## src/design/lsbd_pkg.sv

```systemverilog
`timescale 1ns / 1ps

package lsbd_pkg;

    localparam int VALUE_W   = 16;
    localparam int SUM_W     = 24;
    localparam int SCAN_W    = 8;
    localparam int SIDE_W    = 2;
    localparam int OP_W      = 2;
    localparam int ANGLE_W   = 9;
    localparam int NUM_SIDES = 3;
    localparam int LANE_PORTS = 8;
    localparam int CFG_IDX_W  = 2;
    localparam int CFG_DATA_W = 16;

    // one quotient bit per cycle
    localparam int DIV_STEPS = SUM_W;
    localparam int CNT_W     = 5;
    localparam logic [CNT_W-1:0] DIV_LAST = CNT_W'(DIV_STEPS - 1);

    localparam logic [OP_W-1:0] OP_LOAD   = 2'd0;
    localparam logic [OP_W-1:0] OP_SAMPLE = 2'd1;
    localparam logic [OP_W-1:0] OP_DETECT = 2'd2;

    localparam logic [SIDE_W-1:0] SIDE_LEFT  = 2'd0;
    localparam logic [SIDE_W-1:0] SIDE_RIGHT = 2'd1;
    localparam logic [SIDE_W-1:0] SIDE_FRONT = 2'd2;
    localparam logic [SIDE_W-1:0] SIDE_SPARE = 2'd3;

    localparam logic [CFG_IDX_W-1:0] CFG_SIDE_EN = 2'd0;
    localparam logic [CFG_IDX_W-1:0] CFG_SAMPLES = 2'd1;
    localparam logic [CFG_IDX_W-1:0] CFG_IGNORED = 2'd2;

    localparam logic signed [ANGLE_W-1:0] ANGLE_LEFT  = 9'sd90;
    localparam logic signed [ANGLE_W-1:0] ANGLE_RIGHT = -9'sd90;
    localparam logic signed [ANGLE_W-1:0] ANGLE_FRONT = 9'sd180;
    localparam logic signed [ANGLE_W-1:0] ANGLE_NONE  = -9'sd1;

    typedef struct packed {
        logic              load;    // store margin
        logic              accum;   // add reading into sum
        logic              fresh;   // drop old sum before adding
        logic              start;   // last scan: move sum into divider
        logic              step;    // one divider iteration
        logic              commit;  // write quotient as baseline
        logic [SIDE_W-1:0] side;
        logic [SCAN_W-1:0] divisor;
    } t_lane_ctl;

endpackage

```

## src/design/line_sensor_baseline_detector.sv

```systemverilog
// A detect result is registered in the cycle after its item is accepted.
// A baseline scan that ends an attempt gives its result once the dividers finish and S_FIN commits.
// Load, detect and non-final scans stall the input only while a waiting result is not
// drained; a final scan holds it stalled while the 24-step lane dividers run and commit.
// Reset (synchronous, active low) clears tables, sums, counters and output valid, and loads config defaults.
`timescale 1ns / 1ps

module line_sensor_baseline_detector #(
    parameter int CHANNELS     = 8,
    parameter int MAX_ATTEMPTS = 3
) (
    input  logic                                   i_clk,
    input  logic                                   i_rst_n,
    // configuration
    input  logic                                   i_cfg_we,
    input  logic [lsbd_pkg::CFG_IDX_W-1:0]         i_cfg_idx,
    input  logic [lsbd_pkg::CFG_DATA_W-1:0]        i_cfg_data,
    // input channel
    input  logic                                   i_valid,
    output logic                                   o_stall,
    input  logic [lsbd_pkg::OP_W-1:0]              i_opcode,
    input  logic [lsbd_pkg::SIDE_W-1:0]            i_side,
    input  logic [lsbd_pkg::VALUE_W-1:0]           i_lane_value_0,
    input  logic [lsbd_pkg::VALUE_W-1:0]           i_lane_value_1,
    input  logic [lsbd_pkg::VALUE_W-1:0]           i_lane_value_2,
    input  logic [lsbd_pkg::VALUE_W-1:0]           i_lane_value_3,
    input  logic [lsbd_pkg::VALUE_W-1:0]           i_lane_value_4,
    input  logic [lsbd_pkg::VALUE_W-1:0]           i_lane_value_5,
    input  logic [lsbd_pkg::VALUE_W-1:0]           i_lane_value_6,
    input  logic [lsbd_pkg::VALUE_W-1:0]           i_lane_value_7,
    // output channel
    output logic                                   o_valid,
    input  logic                                   i_stall,
    output logic                                   o_result_kind,
    output logic [lsbd_pkg::SIDE_W-1:0]            o_side_out,
    output logic                                   o_line_found,
    output logic signed [lsbd_pkg::ANGLE_W-1:0]    o_escape_angle,
    output logic                                   o_retry_started,
    output logic                                   o_capture_complete,
    output logic                                   o_zero_warning
);

    localparam logic [2:0] MAX_ATT = 3'(MAX_ATTEMPTS);

    // one-hot sequencer: idle, lane dividers running, result waiting to load
    typedef enum logic [2:0] {
        S_IDLE = 3'b001,
        S_DIV  = 3'b010,
        S_FIN  = 3'b100
    } t_state;

    t_state                              r_state;
    logic [lsbd_pkg::CNT_W-1:0]          r_div_cnt;

    // configuration registers
    logic [lsbd_pkg::NUM_SIDES-1:0]      r_side_en;
    logic [lsbd_pkg::SCAN_W-1:0]         r_sample_count;
    logic [lsbd_pkg::VALUE_W-1:0]        r_ignored;

    // capture bookkeeping
    logic [lsbd_pkg::SCAN_W-1:0]         r_scans;
    logic [1:0]                          r_attempt;
    logic [lsbd_pkg::SIDE_W-1:0]         r_cap_side;

    // output register
    logic                                r_out_valid;
    logic                                r_out_kind;
    logic [lsbd_pkg::SIDE_W-1:0]         r_out_side;
    logic                                r_out_line;
    logic signed [lsbd_pkg::ANGLE_W-1:0] r_out_angle;
    logic                                r_out_retry;
    logic                                r_out_complete;
    logic                                r_out_warn;

    logic [lsbd_pkg::VALUE_W-1:0]        w_vals [lsbd_pkg::LANE_PORTS];
    logic [lsbd_pkg::SIDE_W-1:0]         w_side_n;
    logic                                w_accept;
    logic                                w_is_load;
    logic                                w_is_detect;
    logic                                w_sample_ok;
    logic                                w_fresh;
    logic [lsbd_pkg::SCAN_W-1:0]         w_scans_next;
    logic                                w_last;
    logic                                w_commit;
    logic                                w_retry;
    logic [CHANNELS-1:0]                 w_over;
    logic [CHANNELS-1:0]                 w_zero;
    logic                                w_line;
    logic                                w_needs;
    logic signed [lsbd_pkg::ANGLE_W-1:0] w_angle;
    lsbd_pkg::t_lane_ctl                 w_ctl;

    assign w_vals[0] = i_lane_value_0;
    assign w_vals[1] = i_lane_value_1;
    assign w_vals[2] = i_lane_value_2;
    assign w_vals[3] = i_lane_value_3;
    assign w_vals[4] = i_lane_value_4;
    assign w_vals[5] = i_lane_value_5;
    assign w_vals[6] = i_lane_value_6;
    assign w_vals[7] = i_lane_value_7;

    // side code three behaves as front
    assign w_side_n = (i_side == lsbd_pkg::SIDE_SPARE) ? lsbd_pkg::SIDE_FRONT : i_side;

    // hold input off while dividing or committing, or while a waiting result is not drained
    assign o_stall  = (r_state != S_IDLE) || (r_out_valid && i_stall);
    assign w_accept = i_valid && !o_stall;

    assign w_is_load   = w_accept && (i_opcode == lsbd_pkg::OP_LOAD);
    assign w_is_detect = w_accept && (i_opcode == lsbd_pkg::OP_DETECT);
    assign w_sample_ok = w_accept && (i_opcode == lsbd_pkg::OP_SAMPLE)
                      && r_side_en[w_side_n] && (r_sample_count != '0);

    // a scan for another side throws away a capture in progress
    assign w_fresh      = (r_scans != '0) && (r_cap_side != w_side_n);
    assign w_scans_next = (w_fresh ? '0 : r_scans) + 8'd1;
    assign w_last       = w_scans_next >= r_sample_count;

    assign w_commit = (r_state == S_FIN) && (!r_out_valid || !i_stall);
    assign w_retry  = w_needs && (({1'b0, r_attempt} + 3'd1) < MAX_ATT);

    always_comb begin
        w_ctl.load    = w_is_load;
        w_ctl.accum   = w_sample_ok;
        w_ctl.fresh   = w_fresh;
        w_ctl.start   = w_sample_ok && w_last;
        w_ctl.step    = (r_state == S_DIV);
        w_ctl.commit  = w_commit;
        w_ctl.side    = (r_state == S_FIN) ? r_cap_side : w_side_n;
        w_ctl.divisor = r_scans;
    end

    // one lane per sensor channel
    for (genvar c = 0; c < CHANNELS; c++) begin : g_lane
        lsbd_lane u_lane (
            .i_clk         (i_clk),
            .i_rst_n       (i_rst_n),
            .i_ctl         (w_ctl),
            .i_value       (w_vals[c]),
            .i_ignored     (r_ignored),
            .o_over        (w_over[c]),
            .o_zero_active (w_zero[c])
        );
    end

    lsbd_merge #(
        .CHANNELS (CHANNELS)
    ) u_merge (
        .i_over    (w_over),
        .i_zero    (w_zero),
        .i_enabled (r_side_en[w_ctl.side]),
        .i_side    (w_ctl.side),
        .o_line    (w_line),
        .o_needs   (w_needs),
        .o_angle   (w_angle)
    );

    // config, sequencer and capture state
    always_ff @(posedge i_clk) begin
        if (!i_rst_n) begin
            r_side_en      <= 3'd7;
            r_sample_count <= 8'd8;
            r_ignored      <= 16'hFFFF;
            r_state        <= S_IDLE;
            r_div_cnt      <= '0;
            r_scans        <= '0;
            r_attempt      <= '0;
            r_cap_side     <= lsbd_pkg::SIDE_LEFT;
            r_out_valid    <= 1'b0;
        end else begin
            if (i_cfg_we) begin
                unique case (i_cfg_idx)
                    lsbd_pkg::CFG_SIDE_EN: r_side_en      <= i_cfg_data[lsbd_pkg::NUM_SIDES-1:0];
                    lsbd_pkg::CFG_SAMPLES: r_sample_count <= i_cfg_data[lsbd_pkg::SCAN_W-1:0];
                    lsbd_pkg::CFG_IGNORED: r_ignored      <= i_cfg_data;
                    default: ;
                endcase
            end

            unique case (r_state)
                S_IDLE: begin
                    if (w_ctl.start) begin
                        r_state   <= S_DIV;
                        r_div_cnt <= '0;
                    end
                end
                S_DIV: begin
                    r_div_cnt <= r_div_cnt + 1'b1;
                    if (r_div_cnt == lsbd_pkg::DIV_LAST) begin
                        r_state <= S_FIN;
                    end
                end
                S_FIN: begin
                    if (w_commit) begin
                        r_state <= S_IDLE;
                    end
                end
                default: r_state <= S_IDLE;
            endcase

            if (w_sample_ok) begin
                r_scans    <= w_scans_next;
                r_cap_side <= w_side_n;
                if (w_fresh) begin
                    r_attempt <= '0;
                end
            end else if (w_commit) begin
                r_scans   <= '0;
                r_attempt <= w_retry ? r_attempt + 2'd1 : 2'd0;
            end

            if (w_is_detect || w_commit) begin
                r_out_valid <= 1'b1;
            end else if (!i_stall) begin
                r_out_valid <= 1'b0;
            end
        end
    end

    // result payload
    always_ff @(posedge i_clk) begin
        if (w_is_detect) begin
            r_out_kind     <= 1'b0;
            r_out_side     <= w_side_n;
            r_out_line     <= w_line;
            r_out_angle    <= w_angle;
            r_out_retry    <= 1'b0;
            r_out_complete <= 1'b0;
            r_out_warn     <= 1'b0;
        end else if (w_commit) begin
            r_out_kind     <= 1'b1;
            r_out_side     <= r_cap_side;
            r_out_line     <= 1'b0;
            r_out_angle    <= '0;
            r_out_retry    <= w_retry;
            r_out_complete <= !w_retry;
            r_out_warn     <= !w_retry && w_needs;
        end
    end

    assign o_valid            = r_out_valid;
    assign o_result_kind      = r_out_kind;
    assign o_side_out         = r_out_side;
    assign o_line_found       = r_out_line;
    assign o_escape_angle     = r_out_angle;
    assign o_retry_started    = r_out_retry;
    assign o_capture_complete = r_out_complete;
    assign o_zero_warning     = r_out_warn;

endmodule

```

## src/design/lsbd_lane.sv

```systemverilog
`timescale 1ns / 1ps

module lsbd_lane (
    input  logic                               i_clk,
    input  logic                               i_rst_n,
    input  lsbd_pkg::t_lane_ctl                i_ctl,
    input  logic [lsbd_pkg::VALUE_W-1:0]       i_value,
    input  logic [lsbd_pkg::VALUE_W-1:0]       i_ignored,
    output logic                               o_over,
    output logic                               o_zero_active
);

    logic [lsbd_pkg::VALUE_W-1:0] r_margin [lsbd_pkg::NUM_SIDES];
    logic [lsbd_pkg::VALUE_W-1:0] r_base   [lsbd_pkg::NUM_SIDES];
    logic [lsbd_pkg::SUM_W-1:0]   r_sum;
    logic [lsbd_pkg::SUM_W-1:0]   r_quo;
    logic [lsbd_pkg::SCAN_W-1:0]  r_rem;

    logic [lsbd_pkg::SUM_W-1:0]   n_sum;
    logic [lsbd_pkg::SCAN_W:0]    w_trial;
    logic [lsbd_pkg::SCAN_W:0]    w_diff;
    logic                         w_ge;
    logic [lsbd_pkg::VALUE_W:0]   w_limit;

    assign n_sum   = (i_ctl.fresh ? '0 : r_sum) + lsbd_pkg::SUM_W'(i_value);
    assign w_trial = {r_rem, r_quo[lsbd_pkg::SUM_W-1]};
    assign w_ge    = w_trial >= {1'b0, i_ctl.divisor};
    assign w_diff  = w_trial - {1'b0, i_ctl.divisor};

    // threshold at 17 bits, no wrap
    assign w_limit = {1'b0, r_base[i_ctl.side]} + {1'b0, r_margin[i_ctl.side]};
    assign o_over  = {1'b0, i_value} > w_limit;

    assign o_zero_active = (r_quo[lsbd_pkg::VALUE_W-1:0] == '0)
                        && (r_margin[i_ctl.side] != i_ignored);

    always_ff @(posedge i_clk) begin
        if (!i_rst_n) begin
            for (int s = 0; s < lsbd_pkg::NUM_SIDES; s++) begin
                r_margin[s] <= '0;
                r_base[s]   <= '0;
            end
            r_sum <= '0;
        end else begin
            if (i_ctl.load) begin
                r_margin[i_ctl.side] <= i_value;
            end
            if (i_ctl.accum) begin
                r_sum <= i_ctl.start ? '0 : n_sum;
            end
            if (i_ctl.commit) begin
                r_base[i_ctl.side] <= r_quo[lsbd_pkg::VALUE_W-1:0];
            end
        end
    end

    // restoring divider, quotient shifts in where the dividend shifts out
    always_ff @(posedge i_clk) begin
        if (i_ctl.start) begin
            r_quo <= n_sum;
            r_rem <= '0;
        end else if (i_ctl.step) begin
            r_rem <= w_ge ? w_diff[lsbd_pkg::SCAN_W-1:0] : w_trial[lsbd_pkg::SCAN_W-1:0];
            r_quo <= {r_quo[lsbd_pkg::SUM_W-2:0], w_ge};
        end
    end

endmodule

```

## src/design/lsbd_merge.sv

```systemverilog
`timescale 1ns / 1ps

module lsbd_merge #(
    parameter int CHANNELS = 8
) (
    input  logic [CHANNELS-1:0]                    i_over,
    input  logic [CHANNELS-1:0]                    i_zero,
    input  logic                                   i_enabled,
    input  logic [lsbd_pkg::SIDE_W-1:0]            i_side,
    output logic                                   o_line,
    output logic                                   o_needs,
    output logic signed [lsbd_pkg::ANGLE_W-1:0]    o_angle
);

    logic signed [lsbd_pkg::ANGLE_W-1:0] w_side_angle;

    assign o_line  = i_enabled && (|i_over);
    assign o_needs = |i_zero;

    always_comb begin
        unique case (i_side)
            lsbd_pkg::SIDE_LEFT:  w_side_angle = lsbd_pkg::ANGLE_LEFT;
            lsbd_pkg::SIDE_RIGHT: w_side_angle = lsbd_pkg::ANGLE_RIGHT;
            default:              w_side_angle = lsbd_pkg::ANGLE_FRONT;
        endcase
    end

    assign o_angle = o_line ? w_side_angle : lsbd_pkg::ANGLE_NONE;

endmodule

```

## config.mk

```make
export PLATFORM = sky130hd
export DESIGN_NAME = line_sensor_baseline_detector
export DESIGN_NICKNAME = d
export VERILOG_FILES = /design/src/design/lsbd_pkg.sv /design/src/design/line_sensor_baseline_detector.sv /design/src/design/lsbd_lane.sv /design/src/design/lsbd_merge.sv
export SDC_FILE = /design/constraint.sdc
export NUM_CORES = 2
export LEC_CHECK = 0
export ABC_AREA = 1
export BUFFER_PORTS_ARGS = -buffer_cell sky130_fd_sc_hd__buf_2
export CELL_PAD_IN_SITES_DETAIL_PLACEMENT = 1
export CELL_PAD_IN_SITES_GLOBAL_PLACEMENT = 1
export CORE_ASPECT_RATIO = 1.5
export CORE_MARGIN = 4
export CORE_UTILIZATION = 41
export CTS_CLUSTER_DIAMETER = 200
export DETAILED_ROUTE_END_ITERATION = 10
export GPL_TIMING_DRIVEN = 0
export PLACE_DENSITY_LB_ADDON = 0.1
export SYNTH_ARGS = -nofsm -noshare
export SYNTH_HDL_FRONTEND = slang
export SYNTH_SLANG_ARGS = --single-unit
```

## constraint.sdc

```tcl
create_clock -name i_clk -period 15.76 [get_ports i_clk]
set_input_delay 1.576 -clock i_clk [delete_from_list [all_inputs] [get_ports i_clk]]
set_output_delay 1.576 -clock i_clk [all_outputs]
set_load 0.02 [all_outputs]
```

# --- Yosys cells after proc, flatten, opt, wreduce, memory -nomap -nowiden ---
# Memories as Yosys holds them, arrays and structs flattened.
# Cells that the tools add are included.
totals:
  ff_bits: 512
  latchBits: 0
  ram_bits: 768
  rom_bits: 0
  inputBits: 155
  out_inout_bits: 18
  elab_cells: 322
  n_memories: 16
op_classes:
  addsub: 28
  mul: 0
  n_div: 0
  order_cmp: 20
  n_eq_ne: 25
  n_shift: 0
  mux: 124
  n_bitwise: 0
  reduce_logical: 69
mem_list:
  columns: ["name", "words", "word_bits", "rd", "rd_ports_with_merged_regs", "wr", "line", "source"]
  rows:
  - ["g_lane[0].u_lane.r_base", 3, 16, 1, 0, 3, "lsbd_lane.sv:14", "logic [lsbd_pkg::VALUE_W-1:0] r_base [lsbd_pkg::NUM_SIDES];"]
  - ["g_lane[0].u_lane.r_margin", 3, 16, 1, 0, 3, "lsbd_lane.sv:13", "logic [lsbd_pkg::VALUE_W-1:0] r_margin [lsbd_pkg::NUM_SIDES];"]
  - ["g_lane[1].u_lane.r_base", 3, 16, 1, 0, 3, "lsbd_lane.sv:14", null]
  - ["g_lane[1].u_lane.r_margin", 3, 16, 1, 0, 3, "lsbd_lane.sv:13", null]
  - ["g_lane[2].u_lane.r_base", 3, 16, 1, 0, 3, "lsbd_lane.sv:14", null]
  - ["g_lane[2].u_lane.r_margin", 3, 16, 1, 0, 3, "lsbd_lane.sv:13", null]
  - ["+10 memories", null, null, null, null, null, null, null]
op_table:
  columns: ["operator", "count"]
  rows:
  - ["two-way mux 24 bit", 32]
  - ["two-way mux 16 bit", 16]
  - ["OR reduction 16 bit", 16]
  - ["adder 24 x 16 -> 24 bit", 8]
  - ["adder 16 x 16 -> 17 bit", 8]
  - ["greater-than comparator 16 x 17 -> 1 bit", 8]
  - ["logical NOT 16 bit", 8]
  - ["inequality test 16 bit", 8]
  - ["two-way mux 8 bit", 11]
  - ["greater-or-equal comparator 9 x 8 -> 1 bit", 8]
  - ["subtractor 8 bit", 8]
  - ["two-way mux 2 bit", 24]
  - ["two-way mux 1 bit", 29]
  - ["two-way mux 9 bit", 3]
  - ["logical AND 1 bit", 21]
  - ["case mux 9 bit (2 select lines)", 1]
  - ["nonzero test 8 bit", 2]
  - ["OR reduction 8 bit", 2]
  - ["case mux 5 bit (2 select lines)", 1]
  - ["AND reduction 2 bit", 5]
  - ["two-way mux 3 bit", 3]
  - ["case mux 3 bit (3 select lines)", 1]
  - ["adder 8 x 1 -> 8 bit, second input constant", 1]
  - ["greater-or-equal comparator 8 bit", 1]
  - ["other kinds (22)", 41]

# --- Depth between registers and ports, before layout ---
# An unclocked memory read counts as a cell.
logic_depth:
  word_depth: 11
  mapped_depth: 42
  depth_no_buf: 38

# --- Cells and area by module ---
# A second synthesis with hierarchy kept.
unflattened:
  cells_unflattened: 11143
  area_unflattened_um2: 89758.6
by_module_without_submodules:
  columns: ["module", "instances", "cells_each", "area_each_um2", "seq_area_each_um2"]
  rows:
  - ["lsbd_lane at g_lane[4].u_lane ...", 3, 1338, 10755.3, 5205.0]
  - ["lsbd_lane at g_lane[3].u_lane", 1, 1348, 10971.8, 5205.0]
  - ["lsbd_lane at g_lane[2].u_lane", 1, 1348, 10899.2, 5205.0]
  - ["lsbd_lane at g_lane[1].u_lane", 1, 1348, 10842.9, 5205.0]
  - ["lsbd_lane at g_lane[0].u_lane", 1, 1331, 10805.4, 5205.0]
  - ["lsbd_lane at g_lane[7].u_lane", 1, 1300, 10684.0, 5205.0]
  - ["line_sensor_baseline_detector", 1, 419, 3128.0, 1401.3]
  - ["lsbd_merge", 1, 35, 161.4, 0.0]

# --- Least setup slack after synthesis ---
# OpenSTA, ideal clock, no wires.
synth_timing:
  kind: "in2reg"
  start: "input i_side[1] in the netlist's numbering"
  end: "memory g_lane[0].u_lane.r_base[3][0] in the netlist's numbering, enable pin"
  setup_time_ns: 0.772
  t_arrival_ns: 11.372
  required_ns: 14.988
  slack_ns: 3.617
  stages: 11
  path_buffers: 4
  cell_sequence: "inv_2 nand2_2 nand2_2 nand2_2 buf_2 buf_2 nor2_1 inv_1 buf_2 buf_1 nor3_1"
synth_lines:
  columns: ["item", "line", "source"]
  rows:
  - ["from (decl)", "line_sensor_baseline_detector.sv:22", "input logic [lsbd_pkg::SIDE_W-1:0] i_side,"]
  - ["to (decl)", "lsbd_lane.sv:14", null]

# --- Worst setup path after layout ---
layout_timing:
  start: "input i_side[1] in the netlist's numbering"
  end: "register r_out_angle (netlist bit o_escape_angle[4]) (data pin)"
layout_via:
  elab_chain_len: 10
  elab_cells_between_ends: 44
  classes_between: "8 x add/sub; 8 x order compare; 2 x eq/ne; 7 x mux; 3 x reduce/logical; 16 x memory"
layout_lines:
  columns: ["item", "line", "source"]
  rows:
  - ["== test 2 bit", "line_sensor_baseline_detector.sv:103", "assign w_side_n = (i_side == lsbd_pkg::SIDE_SPARE) ? lsbd_pkg::SIDE_FRONT : i_side;"]
  - ["two-way mux 2 bit (*)", "line_sensor_baseline_detector.sv:103", null]
  - ["two-way mux 2 bit (*)", "line_sensor_baseline_detector.sv:129", "w_ctl.side = (r_state == S_FIN) ? r_cap_side : w_side_n;"]
  - ["memory read (3 x 16 bit) (on tied branches)", null, null]
  - ["adder 16 x 16 -> 17 bit", "lsbd_lane.sv:31", "assign w_limit = {1'b0, r_base[i_ctl.side]} + {1'b0, r_margin[i_ctl.side]};"]
  - ["greater-than comparator 16 x 17 -> 1 bit", "lsbd_lane.sv:32", "assign o_over = {1'b0, i_value} > w_limit;"]
  - ["OR reduction 8 bit", "lsbd_merge.sv:17", "assign o_line = i_enabled && (|i_over);"]
  - ["logical AND 1 bit", "lsbd_merge.sv:17", null]
  - ["two-way mux 9 bit (*)", "lsbd_merge.sv:28", "assign o_angle = o_line ? w_side_angle : lsbd_pkg::ANGLE_NONE;"]
  - ["two-way mux 9 bit (*)", "line_sensor_baseline_detector.sv:222", "if (w_is_detect) begin"]
  - ["to (signal assigned)", "line_sensor_baseline_detector.sv:226", "r_out_angle <= w_angle;"]
  - ["to (decl)", "line_sensor_baseline_detector.sv:70", "logic signed [lsbd_pkg::ANGLE_W-1:0] r_out_angle;"]
# Mark *: on every way between the ends. The rest lies on a longest branch, timed or not. The select of a mux whose other input is x is not followed.
# A chain may end at the register's enable or synchronous reset.

==> flow_summary_export.csv <==
group,metric,value,unit
outcome,status,"finished with violations",
outcome,violations,"capacitance limit, slew limit",
pwr,ir_drop,78.6,uV
final_layout,nets,11200,
clocking,clockBufferDepth,4,
pwr,power.internal,7.37,mW
final_layout,design_area,95900,um^2
timing,maxSlewViolCount,63,
pwr,switchingPower,3.21,mW
floorplan,start_util,0.413,
place,post_dp_cell_area,90500,um^2
pwr,power_density,110,nW/um^2
global_route,grtUsageTotal,0.339,
place,gp_congestion,0.974,
synthesis,yosys_warnings,0,
place,io_buffers,172,
synthesis,synthDistinctLibCells,54,
timing,fin_tns_setup,0,ps
critical_path,critPathArrivalTime,10840,ps
global_route,use_met1,0.404,
floorplan,die_area,215000,um^2
synthesis,syn_inst,10100,
drt,via_count,74600,
pwr,p_clk_frac,0.379,
critical_path,cp_max_fo,10,
floorplan,dieHeight,566,um
clocking,path_clk_slew,60,ps
critical_path,cp_slowest_cell,"clkbuf_1",
place,hpwl,294000,um
synthesis,ys_top_cells_by_area,"edfxtp_1 43%, nand2_1 12%, dfxtp_1 7.2%",
timing,tightest_slew,1610,ps
global_route,grt_use_met3,0.0483,
clocking,worstSkewPairLatency,880,ps
pwr,swShare,0.303,
critical_path,end_kind,"flop",
place,dp_slack,4910,ps
synthesis,ys_seq_area_frac,0.505,
critical_path,reg2reg_slack,5790,ps
timing,setup_viol,0,
critical_path,r2r_start,"r_cap_side[0]",
worst_hold_path,hp-class,"flop to flop",
floorplan,fp-row-count,204,
critical_path,worstSetupStartpoint,"i_side[1]",
synthesis,yosys.area.top_type,"edfxtp_1",
timing,skew,65.5,ps
global_route,grt_pass1_vias,76400,
synthesis,avgSynthCellArea,8.45,um^2
critical_path,cp.required,16370,ps
synthesis,ys_ff_latch,1533,
drt,drc_errors,0,
synthesis,synth_edf_count,1225,
floorplan,core_area,206000,um^2
clocking,cts_tree,"built",
final_layout,drive_gt1_frac,0.0575,
clocking,cts_resized,0,
drt,viasPerCell,5.57,
global_route,grt_overflow,0,
clocking,htree_levels,4,
timing,clock.fmax,0.0978,GHz
global_route,grt_max_degree,56,
pwr,p_comb_frac,0.188,
synthesis,ys.flop_type,"edfxtp_1",
critical_path,crit_type,"input port to flop",
flow_run,drv_cap,6,
synthesis,synth_area,85100,um^2
timing,slew_headroom,-0.0716,
clocking,cts_hold_buf,0,
floorplan,chipWidth,380,um
drt,routedWlPerCell,27.9,um
floorplan,ios,173,
timing,period_minus_slack,10230,ps
drt,first_iter_violations,6800,
timing,fin_crit_sh,0.649,
worst_hold_path,hold_start,"g_lane[7].u_lane.r_quo[13]",
drt,drtAntennaViolNets,0,
timing,finalHoldViolCount,0,
global_route,grt_most_used_layer,"met2",
clocking,clock-sinks,1533,
drt,drt_wl_total,374000,um
final_layout,syn2layout_area_growth,12.7,%
global_route,grt_use_met2,0.570,
clocking,postCtsSetupRepairBufs,0,
global_route,grt_pass1_wl,529000,um
critical_path,crit_path_max_incr_delay,820,ps
timing,setup_ws,5530,ps
critical_path,cpMostUsedCell,"nand2_1",
synthesis,synthArstFlopShare,0,
synthesis,synth_top_area_share,0.432,
pwr,p_seq_frac,0.433,
critical_path,startpoint_type,"input port",
clocking,cts_made_buffers,172,
drt,dr.pass1.iters,6,
pwr,leakage,42.9,nW
global_route,antenna_found_initial,27,
timing,rsz0062_at_grt,"false",
clocking,ctsRootBufferMaster,"clkbuf_16",
## synthesized netlist by cell type (all sizes together), types with 86 or more instances
cell type	n
a21oi	587
buf	148
clkbuf	257
dfxtp	308
edfxtp	1225
ha	460
inv	1343
nand2	2718
nand3	310
nand4	86
nor2	1287
o21ai	478
xnor2	118
xor2	196
## final timing paths
path                                    end  cells after the start
min reg2reg  g_lane[7].u_lane.r_base[3][13]                      0
min          g_lane[7].u_lane.r_base[3][13]                      0
max reg2reg               o_escape_angle[4]                     38
max                       o_escape_angle[4]                     40
## worst max-delay path: cells and delay by family
family	cells	cell delay, ps
fa+ha+maj	2	590
buf+inv	9	3360
compound gates	10	2400
simple gates	19	2810
## logic make-up after synthesis
family	Yosys count	synth area share
simple gates	4514	0.210
buf+inv	1765	0.0807
flops	1533	0.505
compound gates	1460	0.0990
fa+ha+maj	484	0.0733
xor+xnor	314	0.0323
other cells	1	0.0000441
## final cells by class
type                    instances  area (um^2)
inverters                    1360         5100
fillers                     24600       110000
clock inverters                92          758
clock buffers                 210         4580
diodes                          5         12.5
flip-flops and latches       1533        43000
multi-input cells            6900        35800
repair buffers                206         1520
plain buffers                 405         1770
well taps                    2678         3350
## flip-flops by register name (all words and copies together) (netlist names), 5 cells and up
| signal | cells |
|---|---|
| o_escape_angle | 6 |
| r_div_cnt | 5 |
| r_scans | 8 |
| g_lane.u_lane.r_quo | 192 |
| r_ignored | 16 |
| r_sample_count | 8 |
| g_lane.u_lane.r_sum | 192 |
| g_lane.u_lane.r_margin | 512 |
| g_lane.u_lane.r_base | 512 |
| g_lane.u_lane.r_rem | 64 |
## power groups by stage
| stage | Sequential [mW] | Combinational, mW | Clock [mW] |
|---|---|---|---|
| 6_report | 4.58 | 1.99 | 4.01 |
| 4_1_cts | 4.57 | 1.97 | 4.04 |
| 3_3_place_gp | 4.68 | 1.88 | 0 |
| 3_5_place_dp | 4.66 | 1.96 | 0 |
| 2_1_floorplan | 4.65 | 1.27 | 0 |
| 5_1_grt | 4.59 | 2.21 | 4.19 |
## metrics by stage
stage          std cells   util  hold slack (ps)  power (mW)
2_1_floorplan      10200      -              420        5.92
3_3_place_gp       13000  0.435              428        6.56
3_5_place_dp       13100  0.439              434        6.62
4_1_cts            13400  0.465              432        10.6
5_1_grt            13400  0.465              451        11.0
6_report           13400  0.465              436        10.6
## per-layer routing
metal / vias up / share of wire
li1: 33900 / -
met1: 37000 / 0.38
met2: 2802 / 0.47
met3: 918 / 0.071
met4: 0 / 0.084
met5: - / 0
## cells in the final DEF (no fill, tap or decap), types with 15 or more instances in the layout
cell type and instances:
clkbuf_1 283, buf_2 290, xnor2_1 118, o221ai_1 82
a21o_1 39, o21ai_1 21, clkinv_1 42, o21bai_1 15
nand4_1 86, nand3_1 308, o21ai_0 456, conb_1 128
ha_1 460, o22a_1 81, nand3b_1 31, o211ai_1 40
nand2_1 2706, o22ai_1 54, a31oi_1 21, clkinvlp_4 18
a21boi_0 29, clkinv_2 26, inv_1 1339, buf_1 16
nor3_1 45, a21oi_1 587, fa_1 24, edfxtp_1 1225
nor4_1 20, nor2_1 1286, dfxtp_1 308, xor2_1 196
a211oi_1 16, buf_6 26, buf_16 17, clkbuf_16 177
No activity file was read; power rests on OpenSTA's default activity.
